--- src/bed_pkg.sv ---
// Shared constants, types and helpers of the band energy beat detector.
// No dependencies.
`timescale 1ns / 1ps

package bed_pkg;

  localparam int unsigned FFT_POINTS    = 2048;
  localparam int unsigned HISTORY_DEPTH = 64;

  localparam int unsigned SAMPLE_W = 16;
  localparam int unsigned MAG_W    = 32;
  localparam int unsigned SUM_W    = 48;
  localparam int unsigned BIN_W    = 11;
  localparam int unsigned THR_W    = 8;
  localparam int unsigned CFG_W    = 11;
  localparam int unsigned IDX_W    = 3;

  // bin position stops counting at the half spectrum plus one
  localparam int unsigned MAX_BIN = FFT_POINTS / 2 + 1;
  localparam int unsigned CNT_W   = $clog2(MAX_BIN + 1);
  localparam int unsigned CMP_W   = (CNT_W > BIN_W) ? CNT_W : BIN_W;

  localparam int unsigned PTR_W    = $clog2(HISTORY_DEPTH);
  localparam int unsigned RT_W     = SUM_W + $clog2(HISTORY_DEPTH + 1);
  localparam int unsigned LHS_MULT = 16 * HISTORY_DEPTH;
  localparam int unsigned LHS_W    = SUM_W + $clog2(LHS_MULT + 1);
  localparam int unsigned RHS_W    = THR_W + RT_W;
  localparam int unsigned BT_W     = (LHS_W > RHS_W) ? LHS_W : RHS_W;

  localparam int unsigned FIFO_DEPTH = 8;
  localparam int unsigned FIFO_AW    = $clog2(FIFO_DEPTH);
  localparam int unsigned OUTST_W    = $clog2(FIFO_DEPTH + 1);

  localparam logic [BIN_W-1:0] KICK_FIRST_RST  = BIN_W'(0);
  localparam logic [BIN_W-1:0] KICK_END_RST    = BIN_W'(6);
  localparam logic [BIN_W-1:0] SNARE_FIRST_RST = BIN_W'(9);
  localparam logic [BIN_W-1:0] SNARE_END_RST   = BIN_W'(13);
  localparam logic [BIN_W-1:0] HAT_FIRST_RST   = BIN_W'(139);
  localparam logic [BIN_W-1:0] HAT_END_RST     = BIN_W'(371);
  localparam logic [THR_W-1:0] THRESHOLD_RST   = THR_W'(24);

  typedef enum logic [IDX_W-1:0] {
    CFG_KICK_FIRST  = 3'd0,
    CFG_KICK_END    = 3'd1,
    CFG_SNARE_FIRST = 3'd2,
    CFG_SNARE_END   = 3'd3,
    CFG_HAT_FIRST   = 3'd4,
    CFG_HAT_END     = 3'd5,
    CFG_THRESHOLD   = 3'd6
  } cfg_idx_e;

  typedef struct packed {
    logic [BIN_W-1:0] first_bin;
    logic [BIN_W-1:0] end_bin;
  } band_cfg_t;

  typedef struct packed {
    logic             valid;
    logic             last;
    logic [MAG_W-1:0] mag;
  } mag_word_t;

  typedef struct packed {
    logic             valid;
    logic [SUM_W-1:0] kick;
    logic [SUM_W-1:0] snare;
    logic [SUM_W-1:0] hat;
  } frame_sums_t;

  typedef struct packed {
    logic             kick_beat;
    logic             snare_beat;
    logic             hihat_beat;
    logic [SUM_W-1:0] energy;
  } result_t;

  function automatic logic [SUM_W-1:0] sat_add(input logic [SUM_W-1:0] a,
                                               input logic [SUM_W-1:0] b);
    logic [SUM_W:0] s;
    s = {1'b0, a} + {1'b0, b};
    return s[SUM_W] ? {SUM_W{1'b1}} : s[SUM_W-1:0];
  endfunction

endpackage

--- src/bed_out_fifo.sv ---
// Result queue between the decision stage and the output channel.
// Depends on bed_pkg.
`timescale 1ns / 1ps

module bed_out_fifo (
  input  logic             clk_i,
  input  logic             rst_ni,
  input  logic             push_i,
  input  bed_pkg::result_t data_i,
  output logic             valid_o,
  input  logic             ready_i,
  output bed_pkg::result_t data_o
);

  bed_pkg::result_t              mem_q [bed_pkg::FIFO_DEPTH];
  logic [bed_pkg::FIFO_AW-1:0]   wr_q, rd_q;
  logic [bed_pkg::OUTST_W-1:0]   count_q;
  logic                          pop;

  function automatic logic [bed_pkg::FIFO_AW-1:0] inc_ptr(
      input logic [bed_pkg::FIFO_AW-1:0] p);
    return (p == bed_pkg::FIFO_AW'(bed_pkg::FIFO_DEPTH - 1)) ? '0 : p + 1'b1;
  endfunction

  assign valid_o = count_q != '0;
  assign pop     = valid_o && ready_i;
  assign data_o  = mem_q[rd_q];

  // upstream credit keeps pushes off a full queue
  always_ff @(posedge clk_i or negedge rst_ni) begin
    if (!rst_ni) begin
      wr_q    <= '0;
      rd_q    <= '0;
      count_q <= '0;
    end else begin
      if (push_i) wr_q <= inc_ptr(wr_q);
      if (pop)    rd_q <= inc_ptr(rd_q);
      unique case ({push_i, pop})
        2'b10:   count_q <= count_q + 1'b1;
        2'b01:   count_q <= count_q - 1'b1;
        default: count_q <= count_q;
      endcase
    end
  end

  always_ff @(posedge clk_i) begin
    if (push_i) mem_q[wr_q] <= data_i;
  end

endmodule

--- config.mk ---
export PLATFORM = sky130hd
export DESIGN_NAME = bed_out_fifo
export DESIGN_NICKNAME = d
export VERILOG_FILES = /design/src/bed_pkg.sv /design/src/bed_out_fifo.sv
export SDC_FILE = /design/constraint.sdc
export NUM_CORES = 1
export LEC_CHECK = 0
export ABC_AREA = 0
export BUFFER_PORTS_ARGS = -buffer_cell sky130_fd_sc_hd__buf_2
export CAP_MARGIN = 0
export CORE_UTILIZATION = 62
export CTS_CLUSTER_SIZE = 40
export DETAILED_ROUTE_END_ITERATION = 10
export HOLD_SLACK_MARGIN = 0.02
export PLACE_DENSITY = 0.81
export REMOVE_ABC_BUFFERS = 1
export SYNTH_ARGS = -nofsm -noshare
export SYNTH_HDL_FRONTEND = slang
export SYNTH_SLANG_ARGS = --single-unit
--- constraint.sdc ---
create_clock -name clk_i -period 7.1 [get_ports clk_i]
set_input_delay 0.71 -clock clk_i [delete_from_list [all_inputs] [get_ports clk_i]]
set_output_delay 0.71 -clock clk_i [all_outputs]
set_load 0.01 [all_outputs]
Word-level counts from Yosys, hierarchy flattened
Memory sizes are Yosys's and may differ from the RTL's.
Cells that the tools add are included.
{ "classes": {"n_addsub": 4, "mux": 5, "reduce_logical": 3, "eq_ne": 4} }
{ "op_table": {"columns": ["op", "count"], "rows": [
  ["4-bit one-hot mux with 2 select lines", 1],
  ["3-bit by 1-bit adder with 3-bit output (second input constant)", 2],
  ["3-bit == test (second input constant)", 2],
  ["3-bit 2-to-1 mux", 2],
  ["4-bit by 1-bit adder with 4-bit output (second input constant)", 1],
  ["4-bit nonzero test", 1],
  ["4-bit by 1-bit subtractor with 4-bit output (second input constant)", 1],
  ["2-bit by 1-bit == test with 1-bit output (second input constant)", 1],
  ["2-bit == test (second input constant)", 1],
  ["1-bit 2-to-1 mux", 2],
  ["2-bit nonzero test", 1],
  ["1-bit logical AND", 1]
]} }
{ "word_totals": {"elab_cells": 20, "register_bits": 10, "mem_bits_rw": 408, "mem_count": 1, "out_inout_bits": 52} }
{ "mem_list": {"columns": ["memory", "words", "width", "read_ports", "rd_ports_with_merged_regs", "wr", "line", "rtl"], "rows": [
  ["mem_q", 8, 51, 1, 0, 1, "bed_out_fifo.sv:15", "bed_pkg::result_t mem_q [bed_pkg::FIFO_DEPTH];"]
]} }

Depth between registers and ports, before layout
{ "logic_depth": {"ltp_word": 4, "mapped_depth": 9, "depth_no_buf": 9} }

Least setup slack after synthesis
Ideal clock, no wire load.
{ "synth_path": {"path_kind": "input port to flip-flop", "from": "input push_i", "to": "memory mem_q[0][0] (netlist bit), enable pin", "path_buffers": 0, "t_required_ns": 6.577, "slack_ns": 2.293, "path_stages": 2, "t_arrival_ns": 4.284, "setup_time_ns": 0.523, "path_cell_list": "nand2b_1 nor3_1"} }
{ "synth_via": {"elab_chain_len": 2} }
{ "synth_rtl": {"columns": ["element", "line", "rtl"], "rows": [
  ["start, declared", "bed_out_fifo.sv:8", "input logic push_i,"],
  ["1-bit 2-to-1 mux", "bed_out_fifo.sv:47", "if (push_i) mem_q[wr_q] <= data_i;"],
  ["1-bit 2-to-1 mux (implied by the code)", "bed_out_fifo.sv:47", null],
  ["end, declared", "bed_out_fifo.sv:15", null]
]} }
Every way passes these cells.

==> metrics.txt <==
Syn Std Cell Area 15900 µm²; f_max 0.241 GHz; Yosys warnings 0; worst vdd ir a little under 0.3 mV; core area approximately 25000 µm²; Die Y-Extent approximately 160 µm; clk buf depth 3; Synth area leaders edfxtp_1 (77%), mux4_2 (14%), mux2_2 (3.9%); CTS tree yes; Sink Count ~420; grt met2 use 39.1%; maximum fanout along the worst path 47; Fin. Hold Viols 0; Reg clk slew, reported paths 0.06 ns; port bufs 106; CP endpoint kind output port; synthesis-to-finish area growth 13.9%; Clk Latency, worst-skew pair 0.52 ns; worst slew pin tran 1.17 ns; largest net degree at the start of global routing 79; via count 7234; drt initial violations ~700; initial antenna violation count 4; WL/cell approximately 27 µm; layout cell share with drive strength beyond 1 42.5%; sequential share of the synthesized area around 78%; gr ovfl total 0; FILL cells about 1400; Synth Instances 652; #FFs+latches synth 418; Num CTS Buffers 40; Finished Core Util between 70% and 80%; H-tree depth 2; Post-CTS Resized 0; CTS Hold Bufs 0; Die Area roughly 26000 µm²; worst clock skew roughly 0.011 ns; hold_ws 0.0654 ns; clk root buf clkbuf_16; # Post-CTS Setup Buffers 0; crit path time final just over 4 ns; non-filler cells in the finished layout 1146; Tot Pwr 7.50 mW; vias in the first global route 7532; row count 58; first-pass GRT wire length roughly 46000 µm; WS Path Type register to output port; GR Util met3 4.55%; Inst Count DP about 1100; startpoint type of the worst setup path register; worst setup margin 2.95 ns; power per cell area 413 nW/µm²; Final nets 846; placed cell area 16900 µm²; met1 usage 33.9%; Cell variety after synth 29; pre-CTS WS 3.43 ns; final setup TNS 0 ns; max-slew violations 0; DP Wirelength 16300 µm; # IOs 107; drt pass-1 iters 5; vias per inst 6.31; design area 18100 µm²; Post-DRT Antenna Nets 0; syn_area_per_cell 24.4 µm²; Worst Hold Class input port to async pin; Residual DRC 0; CP arrival approximately 3.4 ns; post-synth top area share 76.9%; Yosys top cell by area edfxtp_1; R2R setup slack 4.38 ns; GR peak layer met2; Die Wd 162 µm; routability cong. 0.677; LEAKAGE 5.95 nW; Routed WL ~31000 µm; Finish-stage setup viols 0; part of the cycle the worst path needs 58.4%; Starting Density between 60% and 70%; RSZ-0062 raised after global routing no; GRT Util Overall 24.4%; status finished clean; Max Cap Viol 0; Worst EP required about 6.4 ns; max_slew headroom 21.8%
## layer usage
metal / part of all wire [%] / vias up
met4: 3.0 / 4
met2: 51 / 292
met3: 6.3 / 72
met1: 40 / 3820
met5: 0.088 / -
li1: - / 3046
## placed cells by master, fill, tap and decap left out, types with 2 or more instances in the layout
master / instances
buf_2: 106
buf_4: 14
bufinv_16: 4
clkbuf_1: 5
clkbuf_16: 41
clkinv_1: 10
clkinv_2: 10
clkinvlp_4: 2
dfrtp_1: 7
dfrtp_4: 2
diode_2: 2
edfxtp_1: 408
ha_1: 7
inv_1: 4
mux2_1: 3
mux2_2: 55
mux4_2: 102
nand2_1: 3
nand2b_1: 3
nor2_1: 3
nor2_4: 6
nor3_2: 2
or4_1: 2
xnor2_1: 2
## Yosys cell counts
library cell    n
edfxtp_1      408
mux4_2        102
mux2_2         55
dfrtp_1        10
clkbuf_1        9
nor2_1          9
buf_1           7
buf_2           7
buf_6           7
ha_1            7
inv_1           4
mux2_1          3
nand2_1         3
nand2b_1        3
nor3_1          2
or4_1           2
xnor2_1         2
a2111oi_0       1
a21o_1          1
a21oi_1         1
mux2i_1         1
nand3b_1        1
nor2b_1         1
o21a_1          1
o221ai_1        1
o41ai_1         1
or3b_1          1
or4b_2          1
xor2_1          1
## power by group
part	switching (mW)	internal, mW
registers	0.246	3.11
clock network	0.838	1.20
logic	1.04	1.07
## registers in the layout (all words and copies together) (netlist names)
| register | cells |
|---|---|
| mem_q | 408 |
| count_q | 4 |
| rd_q | 3 |
| wr_q | 3 |
## worst max-delay path, cell delays in order, from the launching register on
cell     delay, ns
dfrtp_4       0.95
buf_4         0.82
mux4_2        0.63
mux2_2        0.31
buf_2         0.15
## final timing paths
path | startpoint | endpoint | cells after the start
setup / recovery | rd_q[0]$_DFFE_PN0N_ | data_o[49] | 4
hold / removal | rst_ni | count_q[0]$_DFFE_PN0P_ | 1
setup reg to reg | rd_q[0]$_DFFE_PN0N_ | rd_q[2]$_DFFE_PN0N_ | 4
hold reg to reg | wr_q[1]$_DFFE_PN0P_ | wr_q[1]$_DFFE_PN0P_ | 1
max in group asynchronous | rst_ni | rd_q[0]$_DFFE_PN0N_ | 1
min in group clk_i | data_i[49] | mem_q[4][49]$_DFFE_PP_ | 1
## cells by family (layout without fill, tap and decap cells)
family                   after synthesis  after routing  share of synthesized area [%]
adder cells (fa/ha/maj)                7              7                          0.550
buffers and inverters                 34            196                           1.19
other                                  0              2                              0
XOR/XNOR                               3              3                          0.165
AND/OR/NAND/NOR                       23             23                          0.762
AO/OA/AOI/OAI                          6              6                          0.291
multiplexers                         161            161                           18.6
flip-flops                           418            418                           78.5
## area by class of cell
type | instances | area (µm²) | area share (%)
Multi-Input combinational cell | 200 | 3300 | 18.2
Antenna cell | 2 | 5.00 | 0.0276
Timing Repair Buffer | 120 | 636 | 3.50
Clock buffer | 46 | 1040 | 5.76
Tap cell | 330 | 413 | 2.28
Inverter | 4 | 15.0 | 0.0828
Sequential cell | 418 | 12500 | 69.0
Clock inverter | 26 | 223 | 1.23
No activity file was read; power rests on OpenSTA's default activity.
