File: config.mk
export PLATFORM = sky130hd
export DESIGN_NAME = bed_accum
export DESIGN_NICKNAME = d
export VERILOG_FILES = /design/src/bed_pkg.sv /design/src/bed_accum.sv
export SDC_FILE = /design/constraint.sdc
export NUM_CORES = 1
export LEC_CHECK = 0
export BUFFER_PORTS_ARGS = -buffer_cell sky130_fd_sc_hd__clkbuf_2
export CAP_MARGIN = 30
export CORE_AREA = 3 3 227 229
export CTS_BUF_LIST = sky130_fd_sc_hd__clkbuf_16
export DETAILED_ROUTE_END_ITERATION = 8
export DIE_AREA = 0 0 230 232
export MAX_ROUTING_LAYER = met4
export PLACE_DENSITY_LB_ADDON = 0.3
export RECOVER_POWER = 100
export SYNTH_ARGS = -nofsm -noshare
export SYNTH_HDL_FRONTEND = slang
export SYNTH_SLANG_ARGS = --single-unit
File: constraint.sdc
create_clock -name clk_i -period 3.85 [get_ports clk_i]
set_clock_uncertainty 0.05 [all_clocks]
set_input_delay 0.77 -clock clk_i [delete_from_list [all_inputs] [get_ports clk_i]]
set_output_delay 0.77 -clock clk_i [all_outputs]
set_load 0.02 [all_outputs]
File: src/bed_pkg.sv
// Shared constants, types and helpers of the band energy beat detector.
// No dependencies.
`timescale 1ns / 1ps

package bed_pkg;

  localparam int unsigned FFT_POINTS    = 2048;
  localparam int unsigned HISTORY_DEPTH = 64;

  localparam int unsigned SAMPLE_W = 16;
  localparam int unsigned MAG_W    = 32;
  localparam int unsigned SUM_W    = 48;
  localparam int unsigned BIN_W    = 11;
  localparam int unsigned THR_W    = 8;
  localparam int unsigned CFG_W    = 11;
  localparam int unsigned IDX_W    = 3;

  // bin position stops counting at the half spectrum plus one
  localparam int unsigned MAX_BIN = FFT_POINTS / 2 + 1;
  localparam int unsigned CNT_W   = $clog2(MAX_BIN + 1);
  localparam int unsigned CMP_W   = (CNT_W > BIN_W) ? CNT_W : BIN_W;

  localparam int unsigned PTR_W    = $clog2(HISTORY_DEPTH);
  localparam int unsigned RT_W     = SUM_W + $clog2(HISTORY_DEPTH + 1);
  localparam int unsigned LHS_MULT = 16 * HISTORY_DEPTH;
  localparam int unsigned LHS_W    = SUM_W + $clog2(LHS_MULT + 1);
  localparam int unsigned RHS_W    = THR_W + RT_W;
  localparam int unsigned BT_W     = (LHS_W > RHS_W) ? LHS_W : RHS_W;

  localparam int unsigned FIFO_DEPTH = 8;
  localparam int unsigned FIFO_AW    = $clog2(FIFO_DEPTH);
  localparam int unsigned OUTST_W    = $clog2(FIFO_DEPTH + 1);

  localparam logic [BIN_W-1:0] KICK_FIRST_RST  = BIN_W'(0);
  localparam logic [BIN_W-1:0] KICK_END_RST    = BIN_W'(6);
  localparam logic [BIN_W-1:0] SNARE_FIRST_RST = BIN_W'(9);
  localparam logic [BIN_W-1:0] SNARE_END_RST   = BIN_W'(13);
  localparam logic [BIN_W-1:0] HAT_FIRST_RST   = BIN_W'(139);
  localparam logic [BIN_W-1:0] HAT_END_RST     = BIN_W'(371);
  localparam logic [THR_W-1:0] THRESHOLD_RST   = THR_W'(24);

  typedef enum logic [IDX_W-1:0] {
    CFG_KICK_FIRST  = 3'd0,
    CFG_KICK_END    = 3'd1,
    CFG_SNARE_FIRST = 3'd2,
    CFG_SNARE_END   = 3'd3,
    CFG_HAT_FIRST   = 3'd4,
    CFG_HAT_END     = 3'd5,
    CFG_THRESHOLD   = 3'd6
  } cfg_idx_e;

  typedef struct packed {
    logic [BIN_W-1:0] first_bin;
    logic [BIN_W-1:0] end_bin;
  } band_cfg_t;

  typedef struct packed {
    logic             valid;
    logic             last;
    logic [MAG_W-1:0] mag;
  } mag_word_t;

  typedef struct packed {
    logic             valid;
    logic [SUM_W-1:0] kick;
    logic [SUM_W-1:0] snare;
    logic [SUM_W-1:0] hat;
  } frame_sums_t;

  typedef struct packed {
    logic             kick_beat;
    logic             snare_beat;
    logic             hihat_beat;
    logic [SUM_W-1:0] energy;
  } result_t;

  function automatic logic [SUM_W-1:0] sat_add(input logic [SUM_W-1:0] a,
                                               input logic [SUM_W-1:0] b);
    logic [SUM_W:0] s;
    s = {1'b0, a} + {1'b0, b};
    return s[SUM_W] ? {SUM_W{1'b1}} : s[SUM_W-1:0];
  endfunction

endpackage

File: src/bed_accum.sv
// Per-band energy accumulation over one frame, with the bin position counter.
// Depends on bed_pkg.
`timescale 1ns / 1ps

module bed_accum (
  input  logic                 clk_i,
  input  logic                 rst_ni,
  input  bed_pkg::band_cfg_t   kick_cfg_i,
  input  bed_pkg::band_cfg_t   snare_cfg_i,
  input  bed_pkg::band_cfg_t   hat_cfg_i,
  input  bed_pkg::mag_word_t   mag_i,
  output bed_pkg::frame_sums_t frame_o
);

  logic [bed_pkg::CNT_W-1:0] cnt_q, cnt_d;
  logic [bed_pkg::SUM_W-1:0] kick_q, snare_q, hat_q;
  logic [bed_pkg::SUM_W-1:0] kick_n, snare_n, hat_n;
  logic [bed_pkg::SUM_W-1:0] mag_ext;
  logic                      counting;
  logic                      frame_valid_q;
  logic [bed_pkg::SUM_W-1:0] frame_kick_q, frame_snare_q, frame_hat_q;

  function automatic logic in_band(input logic [bed_pkg::CNT_W-1:0] pos,
                                   input bed_pkg::band_cfg_t band);
    logic [bed_pkg::CMP_W-1:0] p, f, e;
    p = bed_pkg::CMP_W'(pos);
    f = bed_pkg::CMP_W'(band.first_bin);
    e = bed_pkg::CMP_W'(band.end_bin);
    return (p >= f) && (p < e);
  endfunction

  always_comb begin
    mag_ext  = bed_pkg::SUM_W'(mag_i.mag);
    counting = cnt_q < bed_pkg::CNT_W'(bed_pkg::MAX_BIN);
    kick_n   = kick_q;
    snare_n  = snare_q;
    hat_n    = hat_q;
    cnt_d    = cnt_q;
    if (counting) begin
      if (in_band(cnt_q, kick_cfg_i))  kick_n  = bed_pkg::sat_add(kick_q, mag_ext);
      if (in_band(cnt_q, snare_cfg_i)) snare_n = bed_pkg::sat_add(snare_q, mag_ext);
      if (in_band(cnt_q, hat_cfg_i))   hat_n   = bed_pkg::sat_add(hat_q, mag_ext);
      cnt_d = cnt_q + 1'b1;
    end
  end

  always_ff @(posedge clk_i or negedge rst_ni) begin
    if (!rst_ni) begin
      cnt_q         <= '0;
      kick_q        <= '0;
      snare_q       <= '0;
      hat_q         <= '0;
      frame_valid_q <= 1'b0;
    end else begin
      frame_valid_q <= mag_i.valid && mag_i.last;
      if (mag_i.valid) begin
        if (mag_i.last) begin
          cnt_q   <= '0;
          kick_q  <= '0;
          snare_q <= '0;
          hat_q   <= '0;
        end else begin
          cnt_q   <= cnt_d;
          kick_q  <= kick_n;
          snare_q <= snare_n;
          hat_q   <= hat_n;
        end
      end
    end
  end

  // closing sums of the frame, last bin included
  always_ff @(posedge clk_i) begin
    if (mag_i.valid && mag_i.last) begin
      frame_kick_q  <= kick_n;
      frame_snare_q <= snare_n;
      frame_hat_q   <= hat_n;
    end
  end

  assign frame_o = {frame_valid_q, frame_kick_q, frame_snare_q, frame_hat_q};

endmodule

### Word level (Yosys, flattened, before mapping)

Index checks and enable logic that the tools add are counted.

| operators by class | value |
|---|---|
| add/subtract/negate cells | 4 |
| $lt $le $gt $ge | 7 |
| multiplexer cells | 14 |
| reductions and logical operators | 6 |

Operators with widths:

| operator | number |
|---|---|
| 48-bit two-way mux | 12 |
| 48-bit by 32-bit adder with 49-bit output | 3 |
| 11-bit greater-or-equal comparator | 3 |
| 11-bit < comparator | 3 |
| 11-bit two-way mux | 2 |
| 11-bit by 1-bit adder with 11-bit output, second input constant | 1 |
| 11-bit < comparator, second input constant | 1 |
| 1-bit logical AND | 4 |
| 2-bit AND reduction | 1 |
| 2-bit nonzero test | 1 |

| word-level totals | value |
|---|---|
| register bits | 300 |
| bits of input ports | 102 |
| word-level logic and storage cells | 39 |

### Logic depth before layout (Yosys ltp)

Gate-level depths: netlist of run 1.

| logic depth | value |
|---|---|
| depth in word-level cells | 5 |
| gate-level depth with buffers | 13 |
| mapped depth without buffers | 11 |

### Least setup slack after synthesis of run 1

OpenSTA, ideal clock, no wires.

| timing path | value |
|---|---|
| kind | input port to flip-flop |
| from | in mag_i[33] in the netlist's numbering |
| to | reg frame_valid_q |
| library setup time | 0.578 ns |
| arrival time | 5.653 ns |
| required time | 3.222 ns |
| slack | -2.430 ns |
| stages | 5 |
| path buffers | 3 |
| cell sequence | clkbuf_1 -> nand2_1 -> inv_1 -> clkbuf_1 -> clkbuf_1 |

| between the ends | value |
|---|---|
| longest elaborated chain between the ends | 1 |

Ends and longest elaborated chain:

| what | line | RTL |
|---|---|---|
| from (decl) | bed_accum.sv:11 | `input bed_pkg::mag_word_t mag_i,` |
| 1-bit logical AND | bed_accum.sv:55 | `frame_valid_q <= mag_i.valid && mag_i.last;` |
| to (signal assigned) | bed_accum.sv:55 |  |
| to (decl) | bed_accum.sv:20 | `logic frame_valid_q;` |

No other way between the ends.
A chain may end at the register's enable or synchronous reset.

### Worst setup path after layout of run 1

| timing path | value |
|---|---|
| from | in mag_i[0] in the netlist's numbering |
| to | reg frame_snare_q[46] in the netlist's numbering, data pin |

| between the ends | value |
|---|---|
| longest elaborated chain between the ends | 4 |

Ends and longest elaborated chain:

| what | line | RTL |
|---|---|---|
| 48-bit by 32-bit adder with 49-bit output | bed_pkg.sv:80 | `s = {1'b0, a} + {1'b0, b};` |
| 48-bit two-way mux | bed_pkg.sv:81 | `return s[SUM_W] ? {SUM_W{1'b1}} : s[SUM_W-1:0];` |
| 48-bit two-way mux | bed_accum.sv:41 | `if (in_band(cnt_q, snare_cfg_i)) snare_n = bed_pkg::sat_add(snare_q, mag_ext);` |
| 48-bit two-way mux | bed_accum.sv:39 | `if (counting) begin` |
| via snare_n, one bit | bed_accum.sv:17 | `logic [bed_pkg::SUM_W-1:0] kick_n, snare_n, hat_n;` |
| to (signal assigned) | bed_accum.sv:76 | `frame_snare_q <= snare_n;` |
| to (decl) | bed_accum.sv:21 | `logic [bed_pkg::SUM_W-1:0] frame_kick_q, frame_snare_q, frame_hat_q;` |

The timed path passes the listed nets, and every way through them passes these cells.

==> impl_metrics.yaml, run 1 <==
die:
  ios: 247
  start_util_pct: 39.9
  coreArea_um2: 49900
  rows: 82
  die_area_um2: 53400
  fp.dieH_um: 232
  die_w_um: 230
pwr:
  ir_worst_vdd_mv: 0.444
  p_seq_share_pct: 43.1
  power.total_mw: 8.01
  p_leak_nw: 11.2
  switching_share_pct: 24.8
  combPwrFrac_pct: 10.0
  switchingPower_mw: 1.99
  p_per_area_nw_per_um2: 328
  p_int_mw: 6.02
  power_frac_clock_pct: 46.9
min_path:
  hold_class: "flop to flop"
  min-delay-start: "hat_q[39]"
  hold_depth: 1
setup_path:
  timing.rr.start: "cnt_q[9]"
  crit_chain: "clkbuf_1 > buf_4 > ha_1 > fa_1 > a211oi_1 > o21bai_1 > o211ai_1 > buf_4 > a311oi_1 > and4_1 > o211ai_1 > nand2_1 > nor2b_1 > a31oi_1"
  cpPeakStageDelay_ns: 0.45
  worst-setup-path-type: "input pin to flop"
  ff2ff_path_depth: 10
  worstPathArrival_ns: 3.88
  cp-start-kind: "input pin"
  cpMaxStageDelayCell: "a311oi_1"
  cp_max_fo: 7
  crit_path_start: "mag_i[0]"
  endpoint_kind: "flop"
  required_ns: 4.08
sta:
  fin_crit_ns: 3.65
  hold_viol: 0
  rsz0062_at_grt: "no"
  tightest_slew_ns: 2.94
  setup_slack_ns: 0.201
  slew_violations: 57
  fmax_ghz: 0.274
  holdWs_ns: 0.478
  period_share_pct: 94.8
  final-setup-viol-count: 0
  slew_headroom_pct: -96.3
global_routing:
  grt-ovfl-total: 0
  grt_pass1_wl_mm: 99.2
  grt.total_usage_pct: 24.0
  grt_pass1_vias: 18000
  grt_max_degree: 105
  antenna_found_initial: 4
synth:
  yosysSeqAreaShare_pct: 41.4
  synth_area_per_cell_um2: 9.44
  syn-cell-area_um2: 19900
  yosys_warnings: 0
  synth-main-ff-cell: "dfrtp_1"
  ys_ff_latch: 300
  syn-num-nets: 2370
  yosysTopAreaCell: "edfxtp_1"
  synthCells: 2105
  synth_edf_count: 144
  netlist_top_cells_area: "edfxtp_1 (22%), dfrtp_1 (20%), ha_1 (10%)"
  yosysUniqueCellTypes: 84
  async_flop_share_pct: 52.0
  yosysTopAreaCellShare_pct: 21.8
routing:
  drt_iter0_markers: 1385
  drtAntennaViolNets: 0
  routed_wirelength_mm: 63.4
  via_count: 18200
  wl_per_cell_um: 19.8
  drc_errors: 0
  vias_per_cell: 5.68
  drt_first_pass_iters: 5
place:
  postPlaceCellArea_um2: 23300
  routabilityCongestion: 0.935
  portBuffers: 246
  placed_cells: 3136
  post-place-ws_ns: -0.529
  dpl.hpwl_mm: 47.5
clock_tree:
  cts_resized: 1
  htreeDepth: 2
  cts_sinks: 300
  cts.clk_slew.worst_paths_ns: 0.06
  clockRootBuffer: "clkbuf_16"
  ctsHoldBuffers: 0
  cts_max_path_buffers: 3
  clk-insertion-delay-late_ns: 0.56
  cts_tree: "yes"
  post_cts_buffers: 0
  cts_buffers: 38
layout:
  drive_above_1_share_pct: 16.1
  fin_nets: 2769
  fin_cells: 3210
  syn2layout_area_growth_pct: 22.8
  layout_commonest_cell: "nor2_1"
  fillers: 4800
  stdcell_area_um2: 24400
  layout_common_cells: "nor2_1 (218), a21oi_1 (188), buf_4 (185)"
flow_run:
  maxCapViolCount: 1
outcome:
  failed_checks: "capacitance limit, slew limit"
  status: "finished, violations left"
path summary, 6_finish.rpt:
kind	endpoint	slack [ns]
worst min register to register	hat_q[39]	0.48
max in group asynchronous	snare_q[24]	0.64
min in group asynchronous	hat_q[0]	1.24
worst max-delay path	frame_snare_q[46]	0.20
worst max register to register	kick_q[38]	0.25
worst min-delay path	hat_q[39]	0.48
stage by stage:
| step | TNS, ns | util [%] |
|---|---|---|
| 2_1_floorplan | 0 | - |
| 3_3_place_gp | -21.19 | 46.8 |
| 3_5_place_dp | -31.41 | 46.8 |
| 4_1_cts | 0 | 49.5 |
| 5_1_grt | 0 | 48.9 |
| 6_report | 0 | 48.9 |
cell families after synthesis:
kind of cell             share of synthesized area (%)
AND/OR/NAND/NOR                                   15.2
flip-flops                                        41.4
AO/OA/AOI/OAI                                     24.4
buffers and inverters                             4.33
XOR/XNOR                                          4.10
adder cells (fa/ha/maj)                           10.4
multiplexers                                     0.220
sequential cells by signal, summed over array words and instances, names as in the netlist:
signal         flops
kick_q            48
hat_q             48
cnt_q             11
frame_hat_q       48
frame_snare_q     48
frame_valid_q      1
frame_kick_q      48
snare_q           48
area by class of cell:
class / count / area [µm²] / share of cell area (%)
sequential: 300 / 8230 / 33.7
tap: 672 / 841 / 3.45
inverter: 115 / 437 / 1.79
antenna: 4 / 10.0 / 0.0410
clock inverter: 31 / 347 / 1.42
multi-input combinational: 1585 / 10800 / 44.4
timing repair buffer: 464 / 2730 / 11.2
clock buffer: 39 / 976 / 4.00
per-layer routing:
metal	share of wire [%]	vias up	GRT usage [%]
li1	-	8760	-
met1	43	8843	29.9
met2	48	526	39.6
met3	5.2	114	3.89
met4	3.4	0	8.50
met5	0	-	-
critical path: cells and delay by family:
family	cells	cell delay (ns)
buf+inv	3	0.42
simple gates	3	1.08
fa+ha+maj	2	0.40
compound gates	6	1.20
power groups by stage:
| stage | clock network [mW] | logic, mW | registers (mW) |
|---|---|---|---|
| floorplan | 0 | 0.359 | 3.59 |
| global placement | 0 | 0.813 | 3.51 |
| detailed placement | 0 | 0.825 | 3.51 |
| CTS | 3.85 | 0.830 | 3.45 |
| global route | 4.01 | 0.880 | 3.46 |
| finish | 3.76 | 0.800 | 3.45 |
cells in the mapped netlist, types with 44 or more instances:
| library cell | count |
|---|---|
| a21o_1 | 53 |
| a21oi_1 | 189 |
| a31oi_1 | 44 |
| and3_1 | 50 |
| clkbuf_1 | 84 |
| dfrtp_1 | 156 |
| edfxtp_1 | 144 |
| ha_1 | 160 |
| inv_1 | 115 |
| nand2_1 | 106 |
| nand3_1 | 52 |
| nor2_1 | 220 |
| o21ai_0 | 126 |
| o22a_1 | 62 |
| xnor2_1 | 54 |
No activity file was read; power rests on OpenSTA's default activity.
==> inputs of run 2 (changes only) <==
- CORE_AREA: 3 3 227 229 -> 3 3 186 188
- DIE_AREA: 0 0 230 232 -> 0 0 189 191
- clock period: 3.85 -> 4.19 ns (I/O delays scaled with it)
==> impl_metrics.yaml, run 2 (synthesis gave the netlist of run 1 again) <==
outcome:
  status: "finished, violations left"
  failed_checks: "capacitance limit, slew limit"
sta:
  fmax_ghz: 0.253
  hold_viol: 0
  fin_crit_ns: 3.95
  slew_headroom_pct: -59.5
  tightest_slew_ns: 2.39
  rsz0062_at_grt: "no"
  final-setup-viol-count: 0
  setup_slack_ns: 0.243
  slew_violations: 130
  period_share_pct: 94.2
  tns_ns: 0
pwr:
  p_leak_nw: 10.4
  power.total_mw: 6.75
  ir_worst_vdd_mv: 0.336
  p_per_area_nw_per_um2: 295
layout:
  utilization_pct: 68.7
  layout_common_cells: "nor2_1 (219), a21oi_1 (189), clkbuf_1 (164)"
  drive_above_1_share_pct: 10.9
  stdcell_area_um2: 22900
  layout_commonest_cell: "nor2_1"
  fin_nets: 2645
  syn2layout_area_growth_pct: 15.1
clock_tree:
  post_cts_buffers: 0
  htreeDepth: 2
  clk-insertion-delay-late_ns: 0.54
  cts_sinks: 300
  cts_tree: "yes"
  cts_buffers: 35
  cts.clk_slew.worst_paths_ns: 0.06
  cts_resized: 0
  ctsHoldBuffers: 0
  cts_max_path_buffers: 3
  clockRootBuffer: "clkbuf_16"
setup_path:
  worstSetupEndpoint: "frame_hat_q[46]"
  r2r-end: "frame_hat_q[46]"
  timing.rr.start: "cnt_q[9]"
  r2r_setup_slack_ns: 0.24
  cp-start-kind: "flop"
  ff2ff_path_depth: 11
  worst-setup-path-type: "flop to flop"
  endpoint_kind: "flop"
  worstPathArrival_ns: 4.29
  crit_path_start: "cnt_q[9]"
  required_ns: 4.53
  cp_max_fo: 10
min_path:
  hold_class: "input pin to asynchronous set/reset pin"
routing:
  via_count: 17900
  wl_per_cell_um: 20.3
  drtAntennaViolNets: 0
  routed_wirelength_mm: 58.1
  drt_iter0_markers: 1483
  drt_first_pass_iters: 5
  drc_errors: 0
  vias_per_cell: 6.26
global_routing:
  grt_pass1_wl_mm: 92.7
  antenna_found_initial: 1
  grt-ovfl-total: 0
  grt_pass1_vias: 17700
  grt.total_usage_pct: 32.8
  grt_max_degree: 90
place:
  portBuffers: 246
  routabilityCongestion: 0.970
  dpl.hpwl_mm: 42.7
  postPlaceCellArea_um2: 22100
  post-place-ws_ns: -0.306
die:
  start_util_pct: 59.7
  die_area_um2: 36100
  ios: 247
  fp.dieH_um: 191
  rows: 67
  coreArea_um2: 33300
  die_w_um: 189
flow_run:
  maxCapViolCount: 2
run 2: changes by cell type in the layout (fill, tap and decap cells not counted), moves of 2 or more:
cell / delta
and2_0: +2
and2_1: -2
buf_4: -118
bufinv_16: -6
clkbuf_1: +2
clkbuf_16: -2
clkinv_1: -2
diode_2: -2
inv_1: +6
mux2_1: +2
mux2_2: -2
nor4b_1: +2
run 2: report_power, final:
part           leakage, nW  internal, mW  total, mW  switching (mW)
clock network        0.580          1.66       2.89            1.23
logic                 6.34         0.223      0.682           0.459
registers             3.51          3.15       3.17          0.0272
total                 10.4          5.03       6.75            1.71
run 2: layer usage:
| layer | part of all wire, % | up-vias | global-route usage (%) |
|---|---|---|---|
| li1 | - | 8479 | - |
| met1 | 41 | 8574 | 41.3 |
| met2 | 48 | 695 | 53.9 |
| met3 | 6.4 | 143 | 4.20 |
| met4 | 4.5 | 0 | 13.7 |
| met5 | 0 | - | - |
run 2: worst min-delay path by stage:
stage          depth (start not counted)  slack (ns)     endpoint       from
2_1_floorplan                          1        0.44    hat_q[39]  hat_q[39]
3_3_place_gp                           1        0.46    hat_q[39]  hat_q[39]
3_5_place_dp                           1        0.47    hat_q[39]  hat_q[39]
4_1_cts                                1        0.42  snare_q[21]     rst_ni
5_1_grt                                1        0.24  snare_q[21]     rst_ni
6_report                               1        0.23  snare_q[21]     rst_ni
run 2: area by class of cell:
class                           count  area, µm²
Tap cell                          448        561
Multi-Input combinational cell   1585      10800
Clock inverter                     27        163
Clock buffer                       37        926
Timing Repair Buffer              343       1790
Fill cell                        2755      10400
Antenna cell                        2       5.00
Inverter                          115        432
Sequential cell                   300       8230
run 2: metrics by stage:
stage          std cells  hold slack (ns)
3_3_place_gp        2790            0.456
6_report            2857            0.230
2_1_floorplan       2105            0.437
4_1_cts             2854            0.421
3_5_place_dp        2790            0.470
5_1_grt             2856            0.244
run 2: critical path, stage by stage, from the launching register on:
cell and delay [ns]:
dfrtp_1 0.54, or4_1 0.62, o41ai_4 0.41, o21ai_2 0.12, nor4b_1 0.35, o21a_1 0.32
nand2_1 0.27, nor4b_4 0.33, clkbuf_1 0.38, clkbuf_4 0.23, a21oi_1 0.07, nor2_1 0.13
==> inputs of run 3 (changes only) <==
- CORE_AREA: 3 3 186 188 -> 2 2 185 187
- DIE_AREA: 0 0 189 191 -> 0 0 187 189
==> impl_metrics.yaml, run 3 (synthesis gave the netlist of run 1 again) <==
routing:
  wl_per_cell_um: 20.2
  drc_errors: 0
  routed_wirelength_mm: 57.4
  drtAntennaViolNets: 0
  drt_iter0_markers: 1382
  drt_first_pass_iters: 7
  vias_per_cell: 6.25
  via_count: 17800
layout:
  layout_common_cells: "nor2_1 (219), a21oi_1 (189), clkbuf_1 (161)"
  layout_commonest_cell: "nor2_1"
  insertedDiodeCount: 0
  fin_nets: 2638
  drive_above_1_share_pct: 10.8
  syn2layout_area_growth_pct: 14.3
  fin_cells: 2845
setup_path:
  r2r_setup_slack_ns: 0.34
  worst-setup-path-type: "flop to flop"
  crit_buf_inv: 2
  cpLargestDelayFamily: "compound AO/OA/AOI/OAI gates"
  crit_path_start: "cnt_q[9]"
  required_ns: 4.65
  crit_chain: "or4_1 > o41ai_1 > buf_4 > o21ai_2 > nor4b_2 > o21a_2 > nand2_4 > a211o_1 > buf_4 > and2_0 > a311oi_1"
  timing.rr.start: "cnt_q[9]"
  endpoint_kind: "flop"
  cpPeakStageDelay_ns: 0.55
  ff2ff_path_depth: 11
  cp_max_fo: 10
  cp-start-kind: "flop"
  worstPathArrival_ns: 4.31
  crit_top_cell: "buf_4"
  worstSetupEndpoint: "hat_q[42]"
  cp_num_cells: 11
  r2r-end: "hat_q[42]"
  cpMaxStageDelayCell: "or4_1"
die:
  start_util_pct: 59.7
  die_area_um2: 35300
  die_w_um: 187
  fp.dieH_um: 189
  rows: 67
  ios: 247
  coreArea_um2: 33300
clock_tree:
  htreeDepth: 1
  cts.clk_slew.worst_paths_ns: 0.06
  cts_max_path_buffers: 3
  clk-insertion-delay-late_ns: 0.61
  cts_resized: 0
  post_cts_buffers: 0
  clockRootBuffer: "clkbuf_16"
  cts_tree: "yes"
  cts_buffers: 31
  ctsHoldBuffers: 0
  cts_sinks: 300
global_routing:
  grt_pass1_vias: 17400
  grt_max_degree: 71
  grt-ovfl-total: 0
  antenna_found_initial: 0
  grt_pass1_wl_mm: 91.6
  grt.total_usage_pct: 33.3
place:
  routabilityCongestion: 0.957
  dpl.hpwl_mm: 42.7
  placed_cells: 2788
  portBuffers: 246
  post-place-ws_ns: -0.147
sta:
  fin_crit_ns: 3.85
  holdWs_ns: 0.485
  period_share_pct: 91.9
  hold_viol: 0
  fmax_ghz: 0.260
  slew_violations: 182
  slew_headroom_pct: -60.6
  tns_ns: 0
  setup_slack_ns: 0.339
  tightest_slew_ns: 2.41
  rsz0062_at_grt: "no"
  final-setup-viol-count: 0
outcome:
  status: "finished, violations left"
  failed_checks: "capacitance limit, slew limit"
min_path:
  min-delay-start: "hat_q[39]"
  hold_class: "flop to flop"
flow_run:
  maxCapViolCount: 4
pwr:
  power.total_mw: 6.54
  ir_worst_vdd_mv: 0.303
  p_leak_nw: 10.4
  p_per_area_nw_per_um2: 288
-- run 3: changes by cell type in the layout (fill, tap and decap cells not counted), moves of 3 or more --
| cell | previous run | this run |
|---|---|---|
| and2_0 | 3 | 6 |
| and2_1 | 20 | 17 |
| clkbuf_1 | 164 | 161 |
| clkbuf_16 | 37 | 31 |
| clkbuf_2 | 101 | 104 |
| clkinv_2 | 6 | 3 |
| clkinvlp_4 | 0 | 3 |
-- run 3: per-layer routing --
layer	global-route usage [%]	part of all wire, %
met1	41.8	41
met2	54.1	47
met3	4.36	6.3
met4	15.0	5.1
met5	-	0
-- run 3: worst min-delay path by stage --
| stage | slack, ns | cells after the start | to |
|---|---|---|---|
| after floorplan | 0.44 | 1 | hat_q[39] |
| after global placement | 0.46 | 1 | hat_q[39] |
| after detailed placement | 0.47 | 1 | hat_q[39] |
| after CTS | 0.24 | 1 | kick_q[31] |
| after global routing | 0.51 | 1 | kick_q[5] |
| final | 0.48 | 1 | hat_q[39] |
-- run 3: stage by stage --
step,util [%],area [µm²]
final,68.3,22700
after global routing,68.3,22700
after CTS,69.2,23000
after detailed placement,66.3,22100
after global placement,66.3,22100
after floorplan,-,19900
-- run 3: final cells by class --
class / count / area [µm²]
clock buffer: 31 / 776
sequential: 300 / 8230
timing repair buffer: 340 / 1750
tap: 448 / 561
inverter: 115 / 432
multi-input combinational: 1585 / 10800
clock inverter: 26 / 208
fill: 2783 / 10600
-- run 3: power by group --
part           total (mW)  internal [mW]  leakage (nW)  switching [mW]
Combinational       0.679          0.218          6.33           0.461
Clock                2.69           1.52         0.513            1.17
Sequential           3.17           3.15          3.51          0.0236
Total                6.54           4.89          10.4            1.65
